$ cat config.mk
export PLATFORM = sky130hd
export DESIGN_NAME = row_fir_filter_replicate_border
export DESIGN_NICKNAME = d
export VERILOG_FILES = /design/src/hdl/rff_pkg.sv /design/src/hdl/rff_ram.sv /design/src/hdl/rff_ctrl.sv /design/src/hdl/rff_datapath.sv /design/src/hdl/row_fir_filter_replicate_border.sv
export SDC_FILE = /design/constraint.sdc
export NUM_CORES = 2
export LEC_CHECK = 0
export ABC_AREA = 1
export BUFFER_PORTS_ARGS = -buffer_cell sky130_fd_sc_hd__buf_2
export CAP_MARGIN = 25
export CORE_UTILIZATION = 45
export CTS_BUF_LIST = sky130_fd_sc_hd__clkbuf_4 sky130_fd_sc_hd__clkbuf_8 sky130_fd_sc_hd__clkbuf_16
export DETAILED_ROUTE_END_ITERATION = 10
export GPL_TIMING_DRIVEN = 0
export HOLD_SLACK_MARGIN = 0.08
export PLACE_DENSITY = 0.67
export RECOVER_POWER = 50
export SYNTH_ARGS = -nofsm -noshare
export SYNTH_HDL_FRONTEND = slang
export SYNTH_SLANG_ARGS = --single-unit
$ cat constraint.sdc
create_clock -name clk -period 10.05 [get_ports clk]
set_input_delay 2.01 -clock clk [delete_from_list [all_inputs] [get_ports clk]]
set_output_delay 2.01 -clock clk [all_outputs]
set_load 0.03 [all_outputs]
$ cat src/hdl/rff_pkg.sv
package rff_pkg;

  // field widths of the pixel and weight formats
  localparam int PIXEL_BITS       = 16;
  localparam int WEIGHT_BITS      = 17;
  localparam int WEIGHT_FRAC_BITS = 16;
  localparam int TAP_IDX_BITS     = 6;
  localparam int COL_BITS         = 12;
  localparam int SIZE_BITS        = 13;
  localparam int RADIUS_BITS      = 5;
  localparam int MAX_WIDTH        = 4096;
  localparam int MAX_ROWS         = 4096;
  localparam int DEF_MAX_RADIUS   = 31;

  // configuration port
  localparam int CFG_IDX_BITS  = 2;
  localparam int CFG_DATA_BITS = 13;

  typedef enum logic [CFG_IDX_BITS-1:0] {
    CFG_RADIUS       = 2'd0,
    CFG_ROW_WIDTH    = 2'd1,
    CFG_IMAGE_HEIGHT = 2'd2
  } cfg_idx_t;

  // input word kinds
  localparam logic CMD_WEIGHT = 1'b0;
  localparam logic CMD_PIXEL  = 1'b1;

  typedef struct packed {
    logic                    cmd;
    logic [TAP_IDX_BITS-1:0] tap_index;
    logic [WEIGHT_BITS-1:0]  tap_weight;
    logic [PIXEL_BITS-1:0]   pixel;
  } in_item_t;

  typedef struct packed {
    logic [PIXEL_BITS-1:0] filtered;
    logic [COL_BITS-1:0]   out_column;
    logic                  saturated;
    logic                  last_of_run;
    logic                  row_end;
    logic                  frame_end;
  } out_item_t;

  typedef enum logic [1:0] {
    ST_IDLE,
    ST_ISSUE,
    ST_DRAIN
  } state_t;

  // controller to datapath
  typedef struct packed {
    logic weight_wr;
    logic pixel_wr;
    logic start_run;
    logic issue;
    logic load_out;
    logic next_x;
  } ctrl_cmd_t;

  // datapath to controller
  typedef struct packed {
    logic is_pixel;
    logic run_needed;
    logic k_last;
    logic x_last;
    logic pipe_busy;
    logic out_free;
  } ctrl_stat_t;

endpackage

$ cat src/hdl/rff_ram.sv
module rff_ram #(
  parameter int WIDTH = 16,
  parameter int DEPTH = 64
) (
  input  logic                     clk,
  input  logic                     we,
  input  logic [$clog2(DEPTH)-1:0] waddr,
  input  logic [WIDTH-1:0]         wdata,
  input  logic [$clog2(DEPTH)-1:0] raddr,
  output logic [WIDTH-1:0]         rdata
);

  logic [WIDTH-1:0] mem [DEPTH];

  // one write port, registered read
  always_ff @(posedge clk) begin
    if (we) begin
      mem[waddr] <= wdata;
    end
    rdata <= mem[raddr];
  end

endmodule

$ cat src/hdl/rff_ctrl.sv
module rff_ctrl (
  input  logic                clk,
  input  logic                rst,
  input  logic                in_valid,
  output logic                in_ready,
  input  rff_pkg::ctrl_stat_t stat,
  output rff_pkg::ctrl_cmd_t  cmd
);
  import rff_pkg::*;

  state_t state, state_next;

  // state register
  always_ff @(posedge clk) begin
    if (rst) begin
      state <= ST_IDLE;
    end else begin
      state <= state_next;
    end
  end

  // next state and commands
  always_comb begin
    state_next = state;
    cmd        = '0;
    in_ready   = 1'b0;
    case (state)
      ST_IDLE: begin
        in_ready = 1'b1;
        if (in_valid) begin
          if (stat.is_pixel) begin
            cmd.pixel_wr = 1'b1;
            if (stat.run_needed) begin
              cmd.start_run = 1'b1;
              state_next    = ST_ISSUE;
            end
          end else begin
            cmd.weight_wr = 1'b1;
          end
        end
      end
      ST_ISSUE: begin
        cmd.issue = 1'b1;
        if (stat.k_last) begin
          state_next = ST_DRAIN;
        end
      end
      ST_DRAIN: begin
        if (!stat.pipe_busy && stat.out_free) begin
          cmd.load_out = 1'b1;
          if (stat.x_last) begin
            state_next = ST_IDLE;
          end else begin
            cmd.next_x = 1'b1;
            state_next = ST_ISSUE;
          end
        end
      end
      default: begin
        state_next = ST_IDLE;
      end
    endcase
  end

endmodule

$ cat src/hdl/rff_datapath.sv
module rff_datapath #(
  parameter int MAX_RADIUS = rff_pkg::DEF_MAX_RADIUS
) (
  input  logic                                clk,
  input  logic                                rst,
  input  logic                                cfg_we,
  input  logic [rff_pkg::CFG_IDX_BITS-1:0]    cfg_index,
  input  logic [rff_pkg::CFG_DATA_BITS-1:0]   cfg_data,
  input  rff_pkg::in_item_t                   in_data,
  output rff_pkg::out_item_t                  out_data,
  output logic                                out_valid,
  input  logic                                out_ready,
  input  rff_pkg::ctrl_cmd_t                  cmd,
  output rff_pkg::ctrl_stat_t                 stat
);
  import rff_pkg::*;

  localparam int WIN   = 2 * MAX_RADIUS + 1;
  localparam int AW    = $clog2(WIN);
  localparam int DEPTH = 2 ** AW;
  localparam int PRODW = PIXEL_BITS + WEIGHT_BITS;
  localparam int ACCW  = PRODW + AW;
  localparam int SCOLW = COL_BITS + 2;

  // configuration registers
  logic [RADIUS_BITS-1:0] radius_q;
  logic [SIZE_BITS-1:0]   width_q;
  logic [SIZE_BITS-1:0]   height_q;

  always_ff @(posedge clk) begin
    if (rst) begin
      radius_q <= RADIUS_BITS'(1);
      width_q  <= SIZE_BITS'(1024);
      height_q <= SIZE_BITS'(1024);
    end else if (cfg_we) begin
      case (cfg_index)
        CFG_RADIUS:       radius_q <= cfg_data[RADIUS_BITS-1:0];
        CFG_ROW_WIDTH:    width_q  <= cfg_data[SIZE_BITS-1:0];
        CFG_IMAGE_HEIGHT: height_q <= cfg_data[SIZE_BITS-1:0];
        default: ;
      endcase
    end
  end

  // effective sizes and radius
  logic [SIZE_BITS-1:0] w_eff, h_eff;
  logic [AW-1:0]        r_eff;

  always_comb begin
    if (width_q == '0) w_eff = SIZE_BITS'(1);
    else if (width_q > SIZE_BITS'(MAX_WIDTH)) w_eff = SIZE_BITS'(MAX_WIDTH);
    else w_eff = width_q;
    if (height_q == '0) h_eff = SIZE_BITS'(1);
    else if (height_q > SIZE_BITS'(MAX_ROWS)) h_eff = SIZE_BITS'(MAX_ROWS);
    else h_eff = height_q;
    if (int'(radius_q) > MAX_RADIUS) r_eff = AW'(MAX_RADIUS);
    else r_eff = AW'(radius_q);
  end

  // row and column position
  logic [COL_BITS-1:0] column_count, row_count;
  logic                row_last, col_last, row_is_last, early;
  logic [COL_BITS-1:0] first_x;

  assign col_last    = ({1'b0, column_count} + SIZE_BITS'(1)) >= w_eff;
  assign row_is_last = ({1'b0, row_count} + SIZE_BITS'(1)) >= h_eff;
  assign early       = column_count < COL_BITS'(r_eff);
  assign first_x     = early ? '0 : column_count - COL_BITS'(r_eff);
  assign row_last    = col_last && row_is_last;

  always_ff @(posedge clk) begin
    if (rst) begin
      column_count <= '0;
      row_count    <= '0;
    end else if (cmd.pixel_wr) begin
      if (col_last) begin
        column_count <= '0;
        row_count    <= row_is_last ? '0 : row_count + COL_BITS'(1);
      end else begin
        column_count <= column_count + COL_BITS'(1);
      end
    end
  end

  // pixel ring write pointer
  logic [AW-1:0] wp;

  always_ff @(posedge clk) begin
    if (rst) begin
      wp <= '0;
    end else if (cmd.pixel_wr) begin
      wp <= wp + AW'(1);
    end
  end

  // run bookkeeping
  logic [COL_BITS-1:0] c_run, x, x_end;
  logic [AW-1:0]       k, r_run, two_r;
  logic                last_run, frame_run;

  assign two_r = {r_run[AW-2:0], 1'b0};

  always_ff @(posedge clk) begin
    if (cmd.start_run) begin
      c_run     <= column_count;
      x         <= first_x;
      x_end     <= col_last ? column_count : first_x;
      r_run     <= r_eff;
      last_run  <= col_last;
      frame_run <= row_last;
    end else if (cmd.next_x) begin
      x <= x + COL_BITS'(1);
    end
  end

  always_ff @(posedge clk) begin
    if (cmd.start_run) begin
      k <= '0;
    end else if (cmd.issue) begin
      k <= (k == two_r) ? '0 : k + AW'(1);
    end
  end

  // clamped column of this tap and its place in the ring
  logic signed [SCOLW-1:0] col;
  logic [COL_BITS-1:0]     col_c, idx;
  logic [AW-1:0]           pix_raddr;

  always_comb begin
    col = $signed({2'b00, x}) + $signed(SCOLW'(k)) - $signed(SCOLW'(r_run));
    if (col < 0) col_c = '0;
    else if (col > $signed({2'b00, c_run})) col_c = c_run;
    else col_c = col[COL_BITS-1:0];
    idx       = c_run - col_c;
    pix_raddr = wp - idx[AW-1:0];
  end

  // sample ring and tap table
  logic [PIXEL_BITS-1:0]  pix_rd;
  logic [WEIGHT_BITS-1:0] wgt_rd;
  logic                   wgt_wr;
  logic [AW-1:0]          tap_addr;
  logic [WIN-1:0]         wgt_valid;
  logic                   wval_q;

  assign wgt_wr   = cmd.weight_wr && (int'(in_data.tap_index) < WIN);
  assign tap_addr = AW'(in_data.tap_index);

  rff_ram #(.WIDTH(PIXEL_BITS), .DEPTH(DEPTH)) u_pix_ram (
    .clk   (clk),
    .we    (cmd.pixel_wr),
    .waddr (wp + AW'(1)),
    .wdata (in_data.pixel),
    .raddr (pix_raddr),
    .rdata (pix_rd)
  );

  rff_ram #(.WIDTH(WEIGHT_BITS), .DEPTH(DEPTH)) u_wgt_ram (
    .clk   (clk),
    .we    (wgt_wr),
    .waddr (tap_addr),
    .wdata (in_data.tap_weight),
    .raddr (k),
    .rdata (wgt_rd)
  );

  // tap valid bits: an unwritten tap reads as zero
  always_ff @(posedge clk) begin
    if (rst) begin
      wgt_valid <= '0;
    end else if (wgt_wr) begin
      wgt_valid[tap_addr] <= 1'b1;
    end
  end

  always_ff @(posedge clk) begin
    wval_q <= wgt_valid[k];
  end

  // multiply and accumulate pipeline
  logic             v1, v2;
  logic [PRODW-1:0] prod;
  logic [ACCW-1:0]  acc;

  always_ff @(posedge clk) begin
    if (rst) begin
      v1 <= 1'b0;
      v2 <= 1'b0;
    end else begin
      v1 <= cmd.issue;
      v2 <= v1;
    end
  end

  always_ff @(posedge clk) begin
    prod <= PRODW'(pix_rd) * PRODW'(wval_q ? wgt_rd : '0);
  end

  always_ff @(posedge clk) begin
    if (cmd.start_run || cmd.next_x) begin
      acc <= '0;
    end else if (v2) begin
      acc <= acc + ACCW'(prod);
    end
  end

  // rounding and saturation
  logic [ACCW:0]                  rsum;
  logic [ACCW-WEIGHT_FRAC_BITS:0] q;
  logic                           sat;

  assign rsum = {1'b0, acc} + (ACCW+1)'(1 << (WEIGHT_FRAC_BITS - 1));
  assign q    = rsum[ACCW:WEIGHT_FRAC_BITS];
  assign sat  = |q[ACCW-WEIGHT_FRAC_BITS:PIXEL_BITS];

  // output register
  logic x_fin;

  assign x_fin = (x == x_end);

  always_ff @(posedge clk) begin
    if (rst) begin
      out_valid <= 1'b0;
    end else if (cmd.load_out) begin
      out_valid <= 1'b1;
    end else if (out_ready) begin
      out_valid <= 1'b0;
    end
  end

  always_ff @(posedge clk) begin
    if (cmd.load_out) begin
      out_data.filtered    <= sat ? '1 : q[PIXEL_BITS-1:0];
      out_data.out_column  <= x;
      out_data.saturated   <= sat;
      out_data.last_of_run <= x_fin;
      out_data.row_end     <= x_fin && last_run;
      out_data.frame_end   <= x_fin && frame_run;
    end
  end

  // status
  always_comb begin
    stat.is_pixel   = (in_data.cmd == CMD_PIXEL);
    stat.run_needed = col_last || !early;
    stat.k_last     = (k == two_r);
    stat.x_last     = x_fin;
    stat.pipe_busy  = v1 || v2;
    stat.out_free   = !out_valid || out_ready;
  end

  // checks
  a_tap_range: assert property (@(posedge clk) disable iff (rst)
    cmd.issue |-> k <= two_r)
    else $error("tap counter beyond window");

  a_load_drained: assert property (@(posedge clk) disable iff (rst)
    cmd.load_out |-> !v1 && !v2)
    else $error("word loaded before accumulation finished");

  a_run_starts_at_zero: assert property (@(posedge clk) disable iff (rst)
    cmd.start_run |=> k == '0 && acc == '0)
    else $error("run did not start from a clear accumulator");

  a_x_in_run: assert property (@(posedge clk) disable iff (rst)
    cmd.load_out |-> x <= x_end)
    else $error("output column past end of run");

endmodule

$ cat src/hdl/row_fir_filter_replicate_border.sv
// Horizontal FIR over a raster pixel stream with replicated borders. A weight
// word (cmd 0) stores one Q1.16 tap. A pixel word (cmd 1) is written into a
// sample ring and, once column x+radius is in (or at the row's last pixel, for
// every column still pending), one output per column is computed by a single
// multiply-accumulate unit reading the sample ring and the tap table one tap
// per cycle: each output takes 2*radius+1 taps and then a pipeline drain, and a
// pixel with outputs holds the input until its last output is loaded into the
// output register, which waits while the output side stalls.
// A pixel with no output and a weight word are taken at one per cycle.
module row_fir_filter_replicate_border #(
  parameter int MAX_RADIUS = rff_pkg::DEF_MAX_RADIUS
) (
  input  logic                              clk,
  input  logic                              rst,
  input  logic                              cfg_we,
  input  logic [rff_pkg::CFG_IDX_BITS-1:0]  cfg_index,
  input  logic [rff_pkg::CFG_DATA_BITS-1:0] cfg_data,
  input  logic                              in_valid,
  output logic                              in_ready,
  input  rff_pkg::in_item_t                 in_data,
  output logic                              out_valid,
  input  logic                              out_ready,
  output rff_pkg::out_item_t                out_data
);
  import rff_pkg::*;

  ctrl_cmd_t  cmd;
  ctrl_stat_t stat;

  // sequencer
  rff_ctrl u_ctrl (
    .clk      (clk),
    .rst      (rst),
    .in_valid (in_valid),
    .in_ready (in_ready),
    .stat     (stat),
    .cmd      (cmd)
  );

  // arithmetic and storage
  rff_datapath #(.MAX_RADIUS(MAX_RADIUS)) u_dp (
    .clk       (clk),
    .rst       (rst),
    .cfg_we    (cfg_we),
    .cfg_index (cfg_index),
    .cfg_data  (cfg_data),
    .in_data   (in_data),
    .out_data  (out_data),
    .out_valid (out_valid),
    .out_ready (out_ready),
    .cmd       (cmd),
    .stat      (stat)
  );

endmodule
Yosys cells after proc, flatten, opt, wreduce, memory -nomap -nowiden

Memory sizes are Yosys's and may differ from the RTL's. A register that Yosys moved wholly into a read port is not among the register bits.
Index checks and enable logic that the tools add are counted.
W data, S select, Z words.

Bits in registers: 283
Bits in writable memories: 2112
Output and inout port bits: 34
Logic and storage cells: 133
Memories: 2

Add/subtract/negate cells: 14
Multiply operators: 1
Magnitude comparators: 11
Eq/ne operators: 11
Muxes and demuxes: 41
Bitwise logic cells: 1
Reductions and logical operators: 25

Memories:

| memory             | depth | bits a word | read ports | clocked after memory_dff | write ports | line          | source |
|---|---|---|---|---|---|---|---|
| u_dp.u_wgt_ram.mem | 64    | 17          | 1          | 1                        | 1           | rff_ram.sv:13 | `logic [WIDTH-1:0] mem [DEPTH];` |
| u_dp.u_pix_ram.mem | 64    | 16          | 1          | 1                        | 1           | rff_ram.sv:13 |  |

Operator list:

| operator                 | number |
|---|---|
| $mux W12                 | 6 |
| $or A63 B63 Y63          | 1 |
| $mux W13                 | 4 |
| $add A39 B16 Y40 const B | 1 |
| $add A39 B33 Y39         | 1 |
| $add A12 B1 Y12 const B  | 3 |
| $mul A16 B33 Y33         | 1 |
| $add A12 B1 Y13 const B  | 2 |
| $ge A13 B13 Y1           | 2 |
| $gt A13 B13 Y1 const B   | 2 |
| $logic_not A13 Y1        | 2 |
| $mux W6                  | 3 |
| $mux W17                 | 1 |
| $mux W2                  | 8 |
| $gt A14 B13 Y1           | 1 |
| $lt A14 B1 Y1 const B    | 1 |
| $lt A6 B7 Y1 const B     | 2 |
| $mux W1                  | 14 |
| $sub A13 B5 Y14          | 1 |
| $add A12 B6 Y13          | 1 |
| $add A6 B1 Y6 const B    | 2 |
| $eq A12 B12 Y1           | 1 |
| $lt A12 B5 Y1            | 1 |
| $sub A12 B5 Y12          | 1 |
| 20 further kinds         | 42 |

Logic depth before layout (Yosys ltp)

Depth in word-level cells: 12
Depth in mapped cells: 44
Mapped depth without buffers: 39

Modules after synthesis

From an unflattened synthesis, not the netlist that was laid out.

Cells, all modules: 10757
Area, all modules: 112317.7 sq um

By module, submodules not included:

| module                    | times used | cells an instance | area an instance (sq um) | sequential area each (sq um) |
|---|---|---|---|---|
| rff_ram at u_dp.u_wgt_ram | 1          | 3731              | 44445.1                  | 33011.7 |
| rff_ram at u_dp.u_pix_ram | 1          | 3517              | 42099.1                  | 31069.8 |
| rff_datapath              | 1          | 3472              | 25573.3                  | 6376.1 |
| rff_ctrl                  | 1          | 37                | 200.2                    | 40.0 |

Least setup slack after synthesis

Ideal clock, no wire load.

Path kind: input to register
Start point: in out_ready
End point: reg u_dp.x[0] (enable)
Arrival time: 6.488 ns
Slack: 3.223 ns
Stages: 5
Buffers on the path: 1
Cell sequence: nor2_1 -> nor4_1 -> nand2_1 -> nand2_4 -> buf_2

Longest elaborated chain between the ends: 5

Ends and longest elaborated chain:

| item                                | line                                  | source |
|---|---|---|
| start: declaration                  | row_fir_filter_replicate_border.sv:22 | `input logic out_ready,` |
| $logic_or A1 B1 Y1                  | rff_datapath.sv:249                   | `stat.out_free = !out_valid \|\| out_ready;` |
| $logic_and A1 B1 Y1                 | rff_ctrl.sv:49                        | `if (!stat.pipe_busy && stat.out_free) begin` |
| $mux W2                             | rff_ctrl.sv:49                        |  |
| $mux W2                             | rff_ctrl.sv:27                        | `case (state)` |
| $reduce_bool A2 Y1 (no source line) | --                                    |  |
| end signal: assignment              | rff_datapath.sv:106                   | `x <= first_x;` |
| end signal: assignment              | rff_datapath.sv:112                   | `x <= x + COL_BITS'(1);` |
| end: declaration                    | rff_datapath.sv:97                    | `logic [COL_BITS-1:0] c_run, x, x_end;` |

Every way passes these cells.
A chain may end at the register's enable or synchronous reset.

Worst setup path in the final report

Start point: reg u_dp.k[4]
End point: reg u_dp.u_pix_ram.rdata[4], read port of u_dp.u_pix_ram.mem

Longest elaborated chain between the ends: 7

Ends and longest elaborated chain:

| item                     | line                | source |
|---|---|---|
| start: declaration       | rff_datapath.sv:98  | `logic [AW-1:0] k, r_run, two_r;` |
| start signal: assignment | rff_datapath.sv:120 | `k <= (k == two_r) ? '0 : k + AW'(1);` |
| $add A12 B6 Y13 *        | rff_datapath.sv:130 | `col = $signed({2'b00, x}) + $signed(SCOLW'(k)) - $signed(SCOLW'(r_run));` |
| $sub A13 B5 Y14 *        | rff_datapath.sv:130 |  |
| $gt A14 B13 Y1           | rff_datapath.sv:132 | `else if (col > $signed({2'b00, c_run})) col_c = c_run;` |
| $mux W6                  | rff_datapath.sv:132 |  |
| $mux W6 *                | rff_datapath.sv:131 | `if (col < 0) col_c = '0;` |
| $sub A6 B6 Y6 *          | rff_datapath.sv:134 | `idx = c_run - col_c;` |
| $sub A6 B6 Y6 *          | rff_datapath.sv:135 | `pix_raddr = wp - idx[AW-1:0];` |
| end: declaration         | rff_ram.sv:10       | `output logic [WIDTH-1:0] rdata` |

Mark *: on every way between the ends. The rest lies on a longest branch, timed or not.

==> run_results.csv <==
group,metric,value,unit
run_status,status,"finished with violations",
run_status,violations,"capacitance limit, slew limit",
clocking,post_cts_buffers,0,
worst_setup_path,start_kind,"register",
synth,avgSynthCellArea,11.02,µm²
worst_setup_path,rr_endpoint,"u_dp.u_pix_ram.rdata[4]",
worst_setup_path,required,10.78,ns
final_layout,num-fill-cells,20990,
route,drtAntennaViolNets,0,
route,vias_per_cell,5.881,
clocking,clkSinkCount,2428,
grt,grt_pass1_wl,514800,µm
final_layout,drive_gt1_share,7.617,%
synth,syn_inst,9970,
clocking,cts_root_buffer,"clkbuf_16",
route,route.detailed.wl_per_inst,25.86,µm
synth,async_flop_share,0,%
worst_setup_path,cp_max_fo,10,
floorplanning,dieArea,246200,µm²
grt,antenna_found_initial,16,
clocking,clkSlewWorstSetupHoldPaths,0.06,ns
route,highest_layer,"met5",
worst_setup_path,crit_type,"reg -> reg",
route,wl,358900,µm
final_layout,regArea,70500,µm²
floorplanning,die_y,496.2,µm
worst_setup_path,cpMostUsedCell,"nand2_1",
final_layout,syn_to_final_growth,13.05,%
grt,grt-ovfl-total,0,
clocking,ctsLongestPathBuffers,3,
timing,hold_viol,0,
grt,grt_max_degree,65,
min_path,hold_path.startpoint,"u_dp.column_count[11]",
route,first_pass_iters,7,
route,remaining_drc_errors,0,
worst_setup_path,r2r_slack,0.45,ns
route,met2WireLength,162700,µm
worst_setup_path,arrival,10.33,ns
timing,rsz0062_at_grt,"false",
final_layout,final_util,51.13,%
pwr,p_leak,44.11,nW
clocking,ctsHtreeMaxLevel,4,
pwr,p_total,0.03962,W
min_path,worstHoldPathCells,0,
route,vias,81600,
pwr,p_per_area,318.9,nW/µm²
clocking,hold_buffers,0,
floorplanning,core,243000,µm²
synth,synth_area,109900,µm²
final_layout,nNetsFinal,10940,
placement,port_buffers,92,
timing,max_slew_margin,-187.3,%
min_path,min_path_type,"reg -> reg",
synth,synth_edf_count,2187,
worst_setup_path,slowest_delay,0.69,ns
floorplanning,ios,94,
route,drtIter0Drc,11760,
synth,ys_ff_latch,2428,
worst_setup_path,r2r-start,"u_dp.k[4]",
worst_setup_path,critPathCaptureType,"register",
timing,post-route-period-util,95.48,%
synth,synth_seq_area_share,64.15,%
route,m1WireLength,140400,µm
grt,grt_pass1_vias,77720,
floorplanning,initial_utilization,45.22,%
flow_run,drv_cap,48,
floorplanning,die_w,496.2,µm
timing,tightest_slew,4.310,ns
timing,finalSetupViolCount,0,
synth,synthDistinctLibCells,57,
timing,fin_crit,9.595,ns
clocking,clk_latency,0.93,ns
grt,grt_use_total,28.73,%
worst_setup_path,r2r_cells,38,
timing,slew_viol_final,2088,
clocking,cts_tree,"built",
pwr,peakVddDrop,0.3561,mV
clocking,cts_buffers,239,
min_path,hold_end,"u_dp.c_run[11]",
timing,fmax,104.2,MHz
worst_setup_path,cp_slowest_cell,"fa_1",
floorplanning,rows,181,
final_layout,multiInputGateArea,34970,µm²
synth,synth_flop_cell,"edfxtp_1",
synth,ys_warn_count,0,
timing,fin_skew,0.09372,ns
route,wl_met3,38120,µm
placement,post-dp-hpwl,254500,µm
placement,place.gp.congestion,1.018,
area by class of cell:
cell class,instances,area share [%]
Tap cell,3202,3.225
Multi-Input combinational cell,6387,28.15
Clock buffer,304,5.306
Timing Repair Buffer,225,1.486
Sequential cell,2428,56.75
Inverter,622,1.880
Antenna cell,12,0.02417
Clock inverter,148,1.317
Buffer,547,1.869
synthesized netlist by cell type, types with 3 or more instances:
library cell	instances	share of area, %
nor2_2	3	0.017
o21a_1	23	0.16
ha_1	212	2.4
nor2_1	1935	6.6
nand3_1	333	1.5
a31oi_1	3	0.017
nand3b_1	9	0.061
inv_2	9	0.031
inv_1	603	2.1
a211oi_1	4	0.027
fa_1	220	4.0
nand4_1	36	0.20
edfxtp_1	2187	60
o211ai_1	236	1.6
a21o_1	5	0.034
or2_2	15	0.085
a22oi_1	3	0.020
nor2_4	4	0.041
dfxtp_1	241	4.4
clkinv_1	9	0.031
o22ai_1	274	1.6
nor4_1	10	0.057
xor2_1	82	0.65
nand4_2	3	0.034
nand2_2	11	0.063
nor3_4	3	0.044
xnor2_1	28	0.22
buf_2	124	0.56
clkbuf_1	358	1.2
nor3_2	3	0.027
a21oi_1	256	1.2
nor3_1	50	0.23
o21bai_1	13	0.089
buf_1	41	0.14
nand3_2	10	0.091
nand2_1	1154	3.9
buf_4	21	0.14
o21ai_0	1347	6.1
buf_6	4	0.041
o21ai_1	66	0.30
timing repair:
item | 4_1_cts | 5_1_grt
endpoints found under the setup margin | 16 | 16
pin swaps | 0 | 0
resized for setup | 3 | 3
cell families after synthesis:
logic type | Yosys count | share of synthesized area (%)
compound gates | 2240 | 11.20
xor+xnor | 111 | 0.8915
fa+ha+maj | 432 | 6.421
buf+inv | 1171 | 4.251
flops | 2428 | 64.15
other cells | 1 | 0.003412
simple gates | 3587 | 13.08
critical path: cells and delay by family (launching register included):
kind / cells / cell delay, ns
DFF: 1 / 0.31
and+or+nand+nor: 17 / 2.16
AOI/OAI and AO/OA: 6 / 1.24
buffers and inverters: 9 / 3.05
xor gates and xnor gates: 1 / 0.14
adders and majority gates: 5 / 2.51
power breakdown:
part           internal, W  total, W  switching [W]
clock network      0.00532   0.00928        0.00396
logic              0.00510    0.0188         0.0137
registers           0.0113    0.0116       0.000216
metal layers:
metal / GRT usage [%] / vias to the layer above
li1: - / 35820
met1: 38.75 / 40070
met2: 45.06 / 4853
met3: 5.667 / 857
met4: 12.83 / 4
met5: 0 / -
worst max-delay path by stage:
| stage | from | end | cells after the start |
|---|---|---|---|
| finish | u_dp.k[4] | u_dp.u_pix_ram.rdata[4] | 38 |
| global placement | out_ready | u_dp.x[2] | 6 |
| global route | u_dp.k[4] | u_dp.u_pix_ram.rdata[8] | 37 |
| floorplan | out_ready | u_dp.x[0] | 5 |
| CTS | u_dp.k[3] | u_dp.u_pix_ram.rdata[15] | 41 |
| detailed placement | u_dp.k[3] | u_dp.u_pix_ram.rdata[9] | 39 |
flip-flops by register name, summed over array words and instances, names as in the netlist, 13 cells and up:
name                  count
u_dp.u_pix_ram.rdata     16
u_dp.u_pix_ram.mem     1024
u_dp.out_data            32
u_dp.height_q            13
u_dp.width_q             13
u_dp.u_wgt_ram.mem     1088
u_dp.acc                 39
u_dp.u_wgt_ram.rdata     17
u_dp.prod                33
u_dp.wgt_valid           63
stage by stage:
stage          hold slack [ns]  std cells  setup WS, ns  TNS (ns)  instance area [µm²]
6_report                0.4297      13880        0.4547         0               124200
5_1_grt                 0.4465      13870       0.03663         0               124200
4_1_cts                 0.4337      13860        0.1077         0               124800
3_5_place_dp            0.4183      13410       -0.2075    -1.587               116500
3_3_place_gp            0.4243      13280       -0.5056    -11.72               114400
2_1_floorplan           0.4029       9986         3.223         0               110000
cell usage in the layout, fill, tap and decap left out, drive strengths merged, types with 5 or more instances in the layout:
cell	n
conb	17
bufinv	26
xor2	83
fa	220
nand4	39
clkbuf	743
nand2	1166
buf	333
clkinvlp	11
o211ai	236
o21bai	13
xnor2	28
ha	212
a21oi	256
o22ai	274
o21a	23
inv	620
nor4	11
dfxtp	241
diode	12
edfxtp	2187
nor3	56
nand3b	9
a21o	5
or2	17
nor2	1942
clkinv	113
nand3	343
o21ai	1416
No activity file was read; power rests on OpenSTA's default activity.
